--- config.mk ---
export PLATFORM = sky130hd
export DESIGN_NAME = crc16_command_response_framer
export DESIGN_NICKNAME = d
export VERILOG_FILES = /design/src/rtl/core/crcf_pkg.sv /design/src/rtl/core/crc16_command_response_framer.sv /design/src/rtl/core/crcf_engine.sv
export SDC_FILE = /design/constraint.sdc
export NUM_CORES = 1
export LEC_CHECK = 0
export BUFFER_PORTS_ARGS = -buffer_cell sky130_fd_sc_hd__buf_2
export CAP_MARGIN = 30
export CORE_ASPECT_RATIO = 1.2
export CORE_MARGIN = 4
export CORE_UTILIZATION = 60
export CTS_CLUSTER_DIAMETER = 50
export CTS_CLUSTER_SIZE = 24
export DETAILED_ROUTE_END_ITERATION = 12
export GPL_TIMING_DRIVEN = 0
export PLACE_DENSITY = 0.76
export SLEW_MARGIN = 5
export SYNTH_ARGS = -nofsm -noshare
export SYNTH_HDL_FRONTEND = slang
export SYNTH_SLANG_ARGS = --single-unit
--- constraint.sdc ---
create_clock -name clk -period 9.79 [get_ports clk]
set_clock_uncertainty 0.2 [all_clocks]
set_input_delay 0.979 -clock clk [delete_from_list [all_inputs] [get_ports clk]]
set_output_delay 0.979 -clock clk [all_outputs]
set_load 0.02 [all_outputs]
--- src/rtl/core/crcf_pkg.sv ---
`default_nettype none
// ----------------------------------------------------------------------------
// crcf_pkg: shared types, codes and CRC function of the CRC-16 frame engine
// Flags, mode and verdict codes, framer state and result group types, and
// the byte-wide CRC-16 (poly 0x8005, lsb-first data) update.
// ----------------------------------------------------------------------------
package crcf_pkg;

  localparam int unsigned MAX_FRAME_DEFAULT = 128;
  localparam int unsigned GROUP_DEPTH       = 4;

  localparam logic [15:0] CRC_POLY      = 16'h8005;
  localparam logic [7:0]  FLAG_COMMAND  = 8'h77;
  localparam logic [7:0]  FLAG_TRANSMIT = 8'h88;
  localparam logic [7:0]  FLAG_SLEEP    = 8'hCC;
  localparam logic [7:0]  MIN_COUNT     = 8'd3;
  localparam logic [7:0]  CRC_BYTES     = 8'd2;

  typedef enum logic [1:0] {
    MODE_COMMAND  = 2'd0,
    MODE_RESPONSE = 2'd1,
    MODE_TRANSMIT = 2'd2,
    MODE_SLEEP    = 2'd3
  } mode_t;

  typedef enum logic {
    KIND_BYTE    = 1'b0,
    KIND_VERDICT = 1'b1
  } kind_t;

  typedef enum logic [1:0] {
    VERDICT_OK        = 2'd0,
    VERDICT_CRC_BAD   = 2'd1,
    VERDICT_COUNT_BAD = 2'd2
  } verdict_t;

  typedef struct packed {
    logic [15:0] running_crc;
    logic [7:0]  frame_length;
    logic [7:0]  byte_position;
    logic        in_frame;
    logic [7:0]  received_crc_low;
  } state_t;

  typedef struct packed {
    kind_t      kind;
    logic [7:0] out_byte;
    verdict_t   verdict;
    logic       last;
  } result_t;

  typedef result_t result_arr_t [GROUP_DEPTH];

  localparam state_t STATE_IDLE = '{
    running_crc: 16'h0000, frame_length: 8'd0, byte_position: 8'd0,
    in_frame: 1'b0, received_crc_low: 8'd0
  };

  localparam result_t RESULT_NONE = '{
    kind: KIND_BYTE, out_byte: 8'd0, verdict: VERDICT_OK, last: 1'b0
  };

  function automatic logic [15:0] crc_feed(input logic [15:0] crc, input logic [7:0] b);
    logic [15:0] c;
    c = crc;
    for (int i = 0; i < 8; i++) begin
      if (b[i] ^ c[15]) begin
        c = {c[14:0], 1'b0} ^ CRC_POLY;
      end else begin
        c = {c[14:0], 1'b0};
      end
    end
    return c;
  endfunction

endpackage
`default_nettype wire

--- src/rtl/core/crc16_command_response_framer.sv ---
`default_nettype none
// ----------------------------------------------------------------------------
// crc16_command_response_framer: CRC-16 command/response byte framer
// Frames command bytes with flag and CRC, checks response CRC, emits
// transmit and sleep flags.
// ----------------------------------------------------------------------------
// Each accepted byte passes an input register, one framing step and a result
// group register that holds up to four results and hands them out one per
// cycle while out_ready is high. A new byte is taken every cycle as long as
// each byte yields at most one result and out_ready is high; a byte with more
// results keeps the next byte in the input register until its last result is
// taken (a command frame start gives two, or four for a count of three, a
// frame end three). Response bytes that only feed the CRC give no result.
module crc16_command_response_framer #(
  parameter int unsigned MAX_FRAME = crcf_pkg::MAX_FRAME_DEFAULT
) (
  input  logic       clk,
  input  logic       rst,
  input  logic       in_valid,
  output logic       in_ready,
  input  logic [1:0] mode,
  input  logic [7:0] in_byte,
  output logic       out_valid,
  input  logic       out_ready,
  output logic       kind,
  output logic [7:0] out_byte,
  output logic [1:0] verdict,
  output logic       last
);
  import crcf_pkg::*;

  logic        pend_valid;
  logic [1:0]  pend_mode;
  logic [7:0]  pend_byte;

  state_t      st;
  state_t      st_next;
  result_arr_t eng_res;
  logic [2:0]  eng_cnt;

  result_arr_t grp_res;
  logic [2:0]  grp_left;
  logic [1:0]  grp_idx;

  logic        grp_free;
  logic        advance;
  logic        out_take;
  result_t     cur;

  crcf_engine #(
    .MAX_FRAME(MAX_FRAME)
  ) u_engine (
    .st      (st),
    .mode    (pend_mode),
    .in_byte (pend_byte),
    .st_next (st_next),
    .res     (eng_res),
    .cnt     (eng_cnt)
  );

  assign out_valid = (grp_left != 3'd0);
  assign out_take  = out_valid && out_ready;
  assign grp_free  = (grp_left == 3'd0) || (grp_left == 3'd1 && out_ready);
  assign advance   = pend_valid && grp_free;
  assign in_ready  = !pend_valid || advance;

  assign cur      = grp_res[grp_idx];
  assign kind     = cur.kind;
  assign out_byte = cur.out_byte;
  assign verdict  = cur.verdict;
  assign last     = cur.last;

  // hold the incoming byte until the result stage frees up
  always_ff @(posedge clk) begin
    if (rst) begin
      pend_valid <= 1'b0;
    end else if (in_valid && in_ready) begin
      pend_valid <= 1'b1;
    end else if (advance) begin
      pend_valid <= 1'b0;
    end
    if (in_valid && in_ready) begin
      pend_mode <= mode;
      pend_byte <= in_byte;
    end
  end

  always_ff @(posedge clk) begin
    if (rst) begin
      st <= STATE_IDLE;
    end else if (advance) begin
      st <= st_next;
    end
  end

  // load a new group or advance through the current one
  always_ff @(posedge clk) begin
    if (rst) begin
      grp_left <= 3'd0;
      grp_idx  <= 2'd0;
    end else if (advance) begin
      grp_left <= eng_cnt;
      grp_idx  <= 2'd0;
    end else if (out_take) begin
      grp_left <= grp_left - 3'd1;
      grp_idx  <= grp_idx + 2'd1;
    end
    if (advance) begin
      grp_res <= eng_res;
    end
  end

  a_group_bound: assert property (@(posedge clk) disable iff (rst)
    grp_left <= 3'd4)
    else $error("result group count out of range");

  a_last_is_final: assert property (@(posedge clk) disable iff (rst)
    out_valid && last |-> grp_left == 3'd1)
    else $error("last flag on a result that is not the final one");

  a_group_shows: assert property (@(posedge clk) disable iff (rst)
    advance && eng_cnt != 3'd0 |=> out_valid)
    else $error("loaded result group not presented");

  a_idle_clean: assert property (@(posedge clk) disable iff (rst)
    !st.in_frame |-> st.byte_position == 8'd0 && st.running_crc == 16'h0000)
    else $error("idle framer holds frame state");

endmodule
`default_nettype wire

--- src/rtl/core/crcf_engine.sv ---
`default_nettype none
// ----------------------------------------------------------------------------
// crcf_engine: per-byte framing step
// From the framer state and one input byte, forms the next state and the
// group of up to four results (flags, echoed bytes, CRC bytes, verdicts).
// ----------------------------------------------------------------------------
module crcf_engine #(
  parameter int unsigned MAX_FRAME = crcf_pkg::MAX_FRAME_DEFAULT
) (
  input  crcf_pkg::state_t      st,
  input  logic [1:0]            mode,
  input  logic [7:0]            in_byte,
  output crcf_pkg::state_t      st_next,
  output crcf_pkg::result_arr_t res,
  output logic [2:0]            cnt
);
  import crcf_pkg::*;

  localparam logic [7:0] MAX_LEN = 8'(MAX_FRAME);

  mode_t       md;
  logic [15:0] crc_new;
  logic [15:0] crc_first;
  logic [7:0]  pos_inc;
  logic [7:0]  body;
  logic        crc_ok;

  assign md        = mode_t'(mode);
  assign crc_new   = crc_feed(st.running_crc, in_byte);
  assign crc_first = crc_feed(16'h0000, in_byte);
  assign pos_inc   = (st.byte_position == 8'hFF) ? st.byte_position
                                                 : st.byte_position + 8'd1;
  assign body      = st.frame_length - CRC_BYTES;
  assign crc_ok    = (st.received_crc_low == st.running_crc[7:0]) &&
                     (in_byte == st.running_crc[15:8]);

  always_comb begin
    st_next = st;
    cnt     = 3'd0;
    for (int i = 0; i < GROUP_DEPTH; i++) begin
      res[i] = RESULT_NONE;
    end
    unique case (md)
      MODE_TRANSMIT, MODE_SLEEP: begin
        st_next         = STATE_IDLE;
        res[0].out_byte = (md == MODE_TRANSMIT) ? FLAG_TRANSMIT : FLAG_SLEEP;
        res[0].last     = 1'b1;
        cnt             = 3'd1;
      end
      MODE_COMMAND, MODE_RESPONSE: begin
        if (!st.in_frame) begin
          if (in_byte < MIN_COUNT || in_byte > MAX_LEN) begin
            st_next        = STATE_IDLE;
            res[0].kind    = KIND_VERDICT;
            res[0].verdict = VERDICT_COUNT_BAD;
            res[0].last    = 1'b1;
            cnt            = 3'd1;
          end else begin
            st_next.frame_length     = in_byte;
            st_next.byte_position    = 8'd1;
            st_next.in_frame         = 1'b1;
            st_next.received_crc_low = 8'd0;
            st_next.running_crc      = crc_first;
            if (md == MODE_COMMAND) begin
              res[0].out_byte = FLAG_COMMAND;
              res[1].out_byte = in_byte;
              cnt             = 3'd2;
              if (in_byte == MIN_COUNT) begin
                res[2].out_byte = crc_first[7:0];
                res[3].out_byte = crc_first[15:8];
                res[3].last     = 1'b1;
                cnt             = 3'd4;
                st_next         = STATE_IDLE;
              end
            end
          end
        end else if (md == MODE_COMMAND) begin
          st_next.running_crc   = crc_new;
          st_next.byte_position = pos_inc;
          res[0].out_byte       = in_byte;
          cnt                   = 3'd1;
          if (pos_inc >= body) begin
            res[1].out_byte = crc_new[7:0];
            res[2].out_byte = crc_new[15:8];
            res[2].last     = 1'b1;
            cnt             = 3'd3;
            st_next         = STATE_IDLE;
          end
        end else begin
          priority if (st.byte_position < body) begin
            st_next.running_crc   = crc_new;
            st_next.byte_position = pos_inc;
          end else if (st.byte_position == body) begin
            st_next.received_crc_low = in_byte;
            st_next.byte_position    = pos_inc;
          end else begin
            res[0].kind    = KIND_VERDICT;
            res[0].verdict = crc_ok ? VERDICT_OK : VERDICT_CRC_BAD;
            res[0].last    = 1'b1;
            cnt            = 3'd1;
            st_next        = STATE_IDLE;
          end
        end
      end
      default: begin
        st_next = st;
      end
    endcase
  end

endmodule
`default_nettype wire
# Word-level counts from Yosys, hierarchy flattened
# Index checks and enable logic that the tools add are counted.
[classes]
add_sub_neg = 4
n_lt_le_gt_ge = 5
n_eq_ne = 13
mux = 76
bitwise = 34
reduce_logical = 23
[ops]
columns = ["operator", "n"]
rows = [
  ["16-bit two-way mux", 17],
  ["41-bit two-way mux", 6],
  ["8-bit two-way mux", 17],
  ["41-bit case mux with 2 select lines", 1],
  ["3-bit inverter", 15],
  ["12-bit two-way mux", 3],
  ["3-bit two-way mux", 12],
  ["12-bit binary-select mux with 2-bit select", 1],
  ["8-bit equality test", 3],
  ["24-bit two-way mux", 1],
  ["8-bit case mux with 2 select lines", 1],
  ["1-bit XOR", 15],
  ["7-bit two-way mux", 2],
  ["1-bit two-way mux", 11],
  ["9-bit two-way mux", 1],
  ["8-bit by 1-bit adder with 8-bit output (second input constant)", 1],
  ["8-bit by 2-bit equality test with 1-bit output (second input constant)", 1],
  ["8-bit equality test (second input constant)", 1],
  ["8-bit greater-or-equal comparator", 1],
  ["8-bit greater-than comparator (second input constant)", 1],
  ["8-bit by 2-bit < comparator with 1-bit output (second input constant)", 1],
  ["8-bit < comparator", 1],
  ["4-bit by 3-bit != test with 1-bit output (second input constant)", 2],
  ["8-bit by 2-bit subtractor with 8-bit output (second input constant)", 1],
  ["26 further kinds", 39],
]
[totals]
regBits = 95
in_bits = 14
word_cells = 174

# Logic depth before layout (Yosys ltp)
[depth]
ltp_word = 20
ltp_mapped = 16

# By module
# From an unflattened synthesis, not the netlist that was laid out.
[unflattened]
hier_cells = 682
area_unflattened_um2 = 6631.4
[by_module_without_submodules]
columns = ["module", "n_inst", "cells_each", "area_per_inst_um2"]
rows = [
  ["crc16_command_response_framer", 1, 306, 4023.9],
  ["crcf_engine", 1, 376, 2607.5],
]

# Least setup slack after synthesis
# OpenSTA, ideal clock, no wires.
[synth_timing]
path_type = "reg-to-reg"
from = "reg, netlist name st[12]"
to = "reg, netlist name st[5]"
setup_time_ps = 116
arrival_ps = 3195
slack_ps = 6279
path_stages_with_launch = 14
n_path_buf = 2
cell_sequence = "dfxtp_1 > clkbuf_1 > nand3_1 > nor4_1 > xnor2_1 > ha_1 > nand2b_1 > a2111oi_0 > o31a_1 > o21ai_1 > nand3_2 > buf_2 > nor4_1 > a31o_1"
[synth_between]
elab_chain_len = 6
elab_cells_between_ends = 14
[synth_lines]
columns = ["element"]
rows = [
  ["parallel branches: the longest is 6 deep, another holds 8-bit by 1-bit adder with 8-bit output"],
]
# Parallel ways; which one is timed is not known. The select of a mux whose other input is x is not followed.
# A chain may end at the register's enable or synchronous reset.

# Worst setup path after layout
[layout_timing]
from = "reg, netlist name st[12]"
to = "reg, netlist name st[31]"
[layout_between]
elab_chain_len = 7
elab_cells_between_ends = 13
[layout_lines]
columns = ["element", "line_no", "text"]
rows = [
  ["8-bit by 1-bit adder with 8-bit output or 8-bit equality test (tied branches)", "crcf_engine.sv:32, crcf_engine.sv:31", ""],
  ["8-bit two-way mux", "crcf_engine.sv:31", "assign pos_inc = (st.byte_position == 8'hFF) ? st.byte_position"],
  ["8-bit greater-or-equal comparator", "crcf_engine.sv:82", "if (pos_inc >= body) begin"],
  ["41-bit two-way mux", "crcf_engine.sv:82", ""],
  ["41-bit two-way mux", "crcf_engine.sv:77", "end else if (md == MODE_COMMAND) begin"],
  ["41-bit two-way mux", "crcf_engine.sv:51", "if (!st.in_frame) begin"],
  ["41-bit case mux with 2 select lines", "crcf_engine.sv:43", "unique case (md)"],
]
# Several ways; a longest one is shown, not always the timed one. The select of a mux whose other input is x is not followed.

==> qor.txt <==
Outcome - finished clean
Highest routed layer - met4
DR WL met3 - 655 um
Most frequent cells in the layout - nor2_1, xnor2_1, dfxtp_1
Resized Gates After CTS - 0
Vias in the first global route - 3956
Critical path class - register to register
NumNets Final - 623
Initial DRC Count - 315
Sw Ratio - 36.9%
Worst min-delay path category - register to register
DRC - 0
Initial core utilization - 61.4%
Hold Buf Count CTS - 0
DRT antenna net count - 0
Half-perimeter wire length after placement - 9340 um
DR vias/cell - 5.95
TritonCTS Sinks - 90
CP Data Required Time - 9.88 ns
Final setup viols - 0
Synth area leaders - edfxtp_1, dfxtp_1, xnor2_1
R2R cell count - 13
First-pass GRT wire length - 19300 um
Leakage Power - 2.22 nW
Ys Warns - 0
Initial antenna violation count - 0
Layout area overhead - 10.1%
Slowest CP cell - nor4_1
Critical Path AT - 4.26 ns
Clock Power Share - 23.2%
Hold depth - 2
Fin. Hold Viols - 0
PwrDens - 207 nW/um^2
Post-CTS Setup Inserts - 0
Clock Latency Late Sink - 0.37 ns
Max Cap Violations - 0
Crit-path leading delay family - compound AO/OA/AOI/OAI gates
Synthesized area per cell - 9.65 um^2
Clock H-tree levels - 3
Layout cells sized above 1 - 12.6%
Clk buf depth - 2
Seq/Total Area, Yosys - 42.7%
Die Ht - 110 um
CP Launch Type - register
GRT Overall Usage - 24.7%
Pins over their slew limit - 0
Internal power consumption - 0.751 mW
Clock transition at path regs - 0.10 ns
Cell mode on critical path - nand2b_1
Net Count, Synth - 584
Clock root cell - clkbuf_8
DR WL/cell - 17.2 um
Min-Delay Startpoint - st[24]
Slew headroom - 42.2%
Synth unique cells - 60
CTS tree - yes
Reg-to-reg startpoint - st[12]
FMAX - 240 MHz
Seq pwr share - 40.7%
Yosys top cell by area - edfxtp_1
Tcrit/Tclk final - 42.5%
Met2 Routed Length - 5940 um
Logic gate share of total power - 36.2%
Total number of vias - 4181
Core area - 8520 um^2
Met1 WL - 4900 um
IO Pins - 28
Minimum clock period - 4.16 ns
Crit-path max cell delay - 0.72 ns
Setup slack, reg-to-reg - 5.63 ns
Hold endpoint - st[24]
Post-Route Setup TNS - 0 ns
Post-Synthesis Cell Area - 5230 um^2
Routed WL - 12100 um
Least-Margin Pin Slew - 0.868 ns
FF-to-FF End - st[31]
Post-synth EDFFs - 43
Sw Pwr - 0.439 mW
Peak supply drop - 79.7 uV
Pre-Repair DR Iteration Count - 5
Synth Register Bits - 90
Post-synth ARST share - 0%
# rows - 37
Tot Pwr - 1.19 mW
GR Overflow Total - 0
CP Buf/Inv Count - 2
Unrepaired setup endpoints after global routing - false
Number of CTS-inserted buffers - 9
Commonest register cell after synthesis - dfxtp_1
Port Buffer Count - 27
Post-Syn Instances - 542
Antenna diodes - 0
Crit path max fanout - 10
Crit-path cells - clkbuf_1 > nand3_1 > nor4_1 > xnor2_1 > ha_1 > nand2b_1 > a2111oi_0 > o31a_1 > o21ai_1 > a21oi_1 > buf_2 > nand2b_1 > a31oi_1
Die W - 93.2 um
Post-synth top area share - 24.7%
GP Congestion - 0.965
Die area - 10300 um^2
Largest net degree at the start of global routing - 29
Critical Path End Type - register
==> logic make-up after synthesis <==
group | synth area share, %
XOR/XNOR | 11.2
AO/OA/AOI/OAI | 15.3
AND/OR/NAND/NOR | 16.1
flip-flops | 42.7
multiplexers | 3.40
adder cells (fa/ha/maj) | 6.70
buffers and inverters | 4.59
==> power groups by stage <==
stage,Sequential [mW],Clock (mW),Combinational (mW)
after floorplan,0.484,0,0.316
after detailed placement,0.492,0,0.427
after global routing,0.489,0.293,0.469
after global placement,0.492,0,0.410
after CTS,0.484,0.280,0.429
final,0.484,0.276,0.430
==> Yosys cell counts, types with 3 or more instances <==
master / n
a21o_1: 10
buf_4: 3
nand4_1: 7
a31o_1: 7
clkbuf_1: 12
mux4_2: 3
nor3_1: 16
o21a_1: 4
a31oi_1: 5
inv_1: 28
dfxtp_1: 47
xnor2_2: 3
nor4_1: 12
a22oi_1: 6
nor2_1: 47
o21ai_1: 3
buf_2: 6
and2_1: 8
a22o_1: 3
o211ai_1: 4
buf_1: 4
a221oi_1: 6
nand2b_1: 12
o21ai_0: 23
edfxtp_1: 43
xnor2_1: 47
xor2_2: 3
mux2i_1: 11
a21oi_1: 21
o31ai_1: 5
ha_1: 28
o22ai_1: 4
nand3_1: 18
nand2_1: 44
xor2_1: 6
a211oi_1: 3
==> how the worst max path moves through the flow <==
| stage | from | end | cells past startpoint |
|---|---|---|---|
| after CTS | st[12] | st[5] | 13 |
| after global routing | st[12] | st[31] | 13 |
| final | st[12] | st[31] | 13 |
| after detailed placement | st[12] | st[5] | 13 |
| after floorplan | st[12] | st[5] | 13 |
| after global placement | out_ready | st[32] | 10 |
==> sequential cells by signal, summed over array words and instances, names as in the netlist <==
register,cells
grp_idx,2
grp_left,3
grp_res,33
pend_byte,8
pend_mode,2
pend_valid,1
st,41
==> area by class of cell <==
class | count | area [um^2]
Inverter | 31 | 116
Clock buffer | 10 | 149
Timing Repair Buffer | 28 | 163
Clock inverter | 6 | 68.8
Sequential cell | 90 | 2230
Fill cell | 700 | 2760
Multi-Input combinational cell | 395 | 2760
Tap cell | 117 | 146
Buffer | 26 | 124
==> metal layers <==
metal,vias to the layer above,global-route usage [%]
li1,2020,-
met1,1950,29.0
met2,161,42.7
met3,50,4.68
met4,0,13.4
met5,-,0
==> stage by stage <==
stage | hold slack (ns) | setup WS (ns) | utilization (%) | cells | cell area [um^2]
floorplan | 0.258 | 6.28 | - | 542 | 5230
global placement | 0.267 | 5.66 | 64.7 | 686 | 5510
detailed placement | 0.278 | 5.71 | 65.0 | 687 | 5540
CTS | 0.293 | 5.69 | 67.6 | 703 | 5760
global route | 0.320 | 5.19 | 67.6 | 703 | 5760
finish | 0.289 | 5.63 | 67.6 | 703 | 5760
==> worst min-delay path: cells and delay by family (launching register included) <==
kind / cells / cell delay (ns)
AO/OA/AOI/OAI: 1 / 0.05
AND/OR/NAND/NOR: 1 / 0.07
flip-flops: 1 / 0.33
No activity file was read; power rests on OpenSTA's default activity.
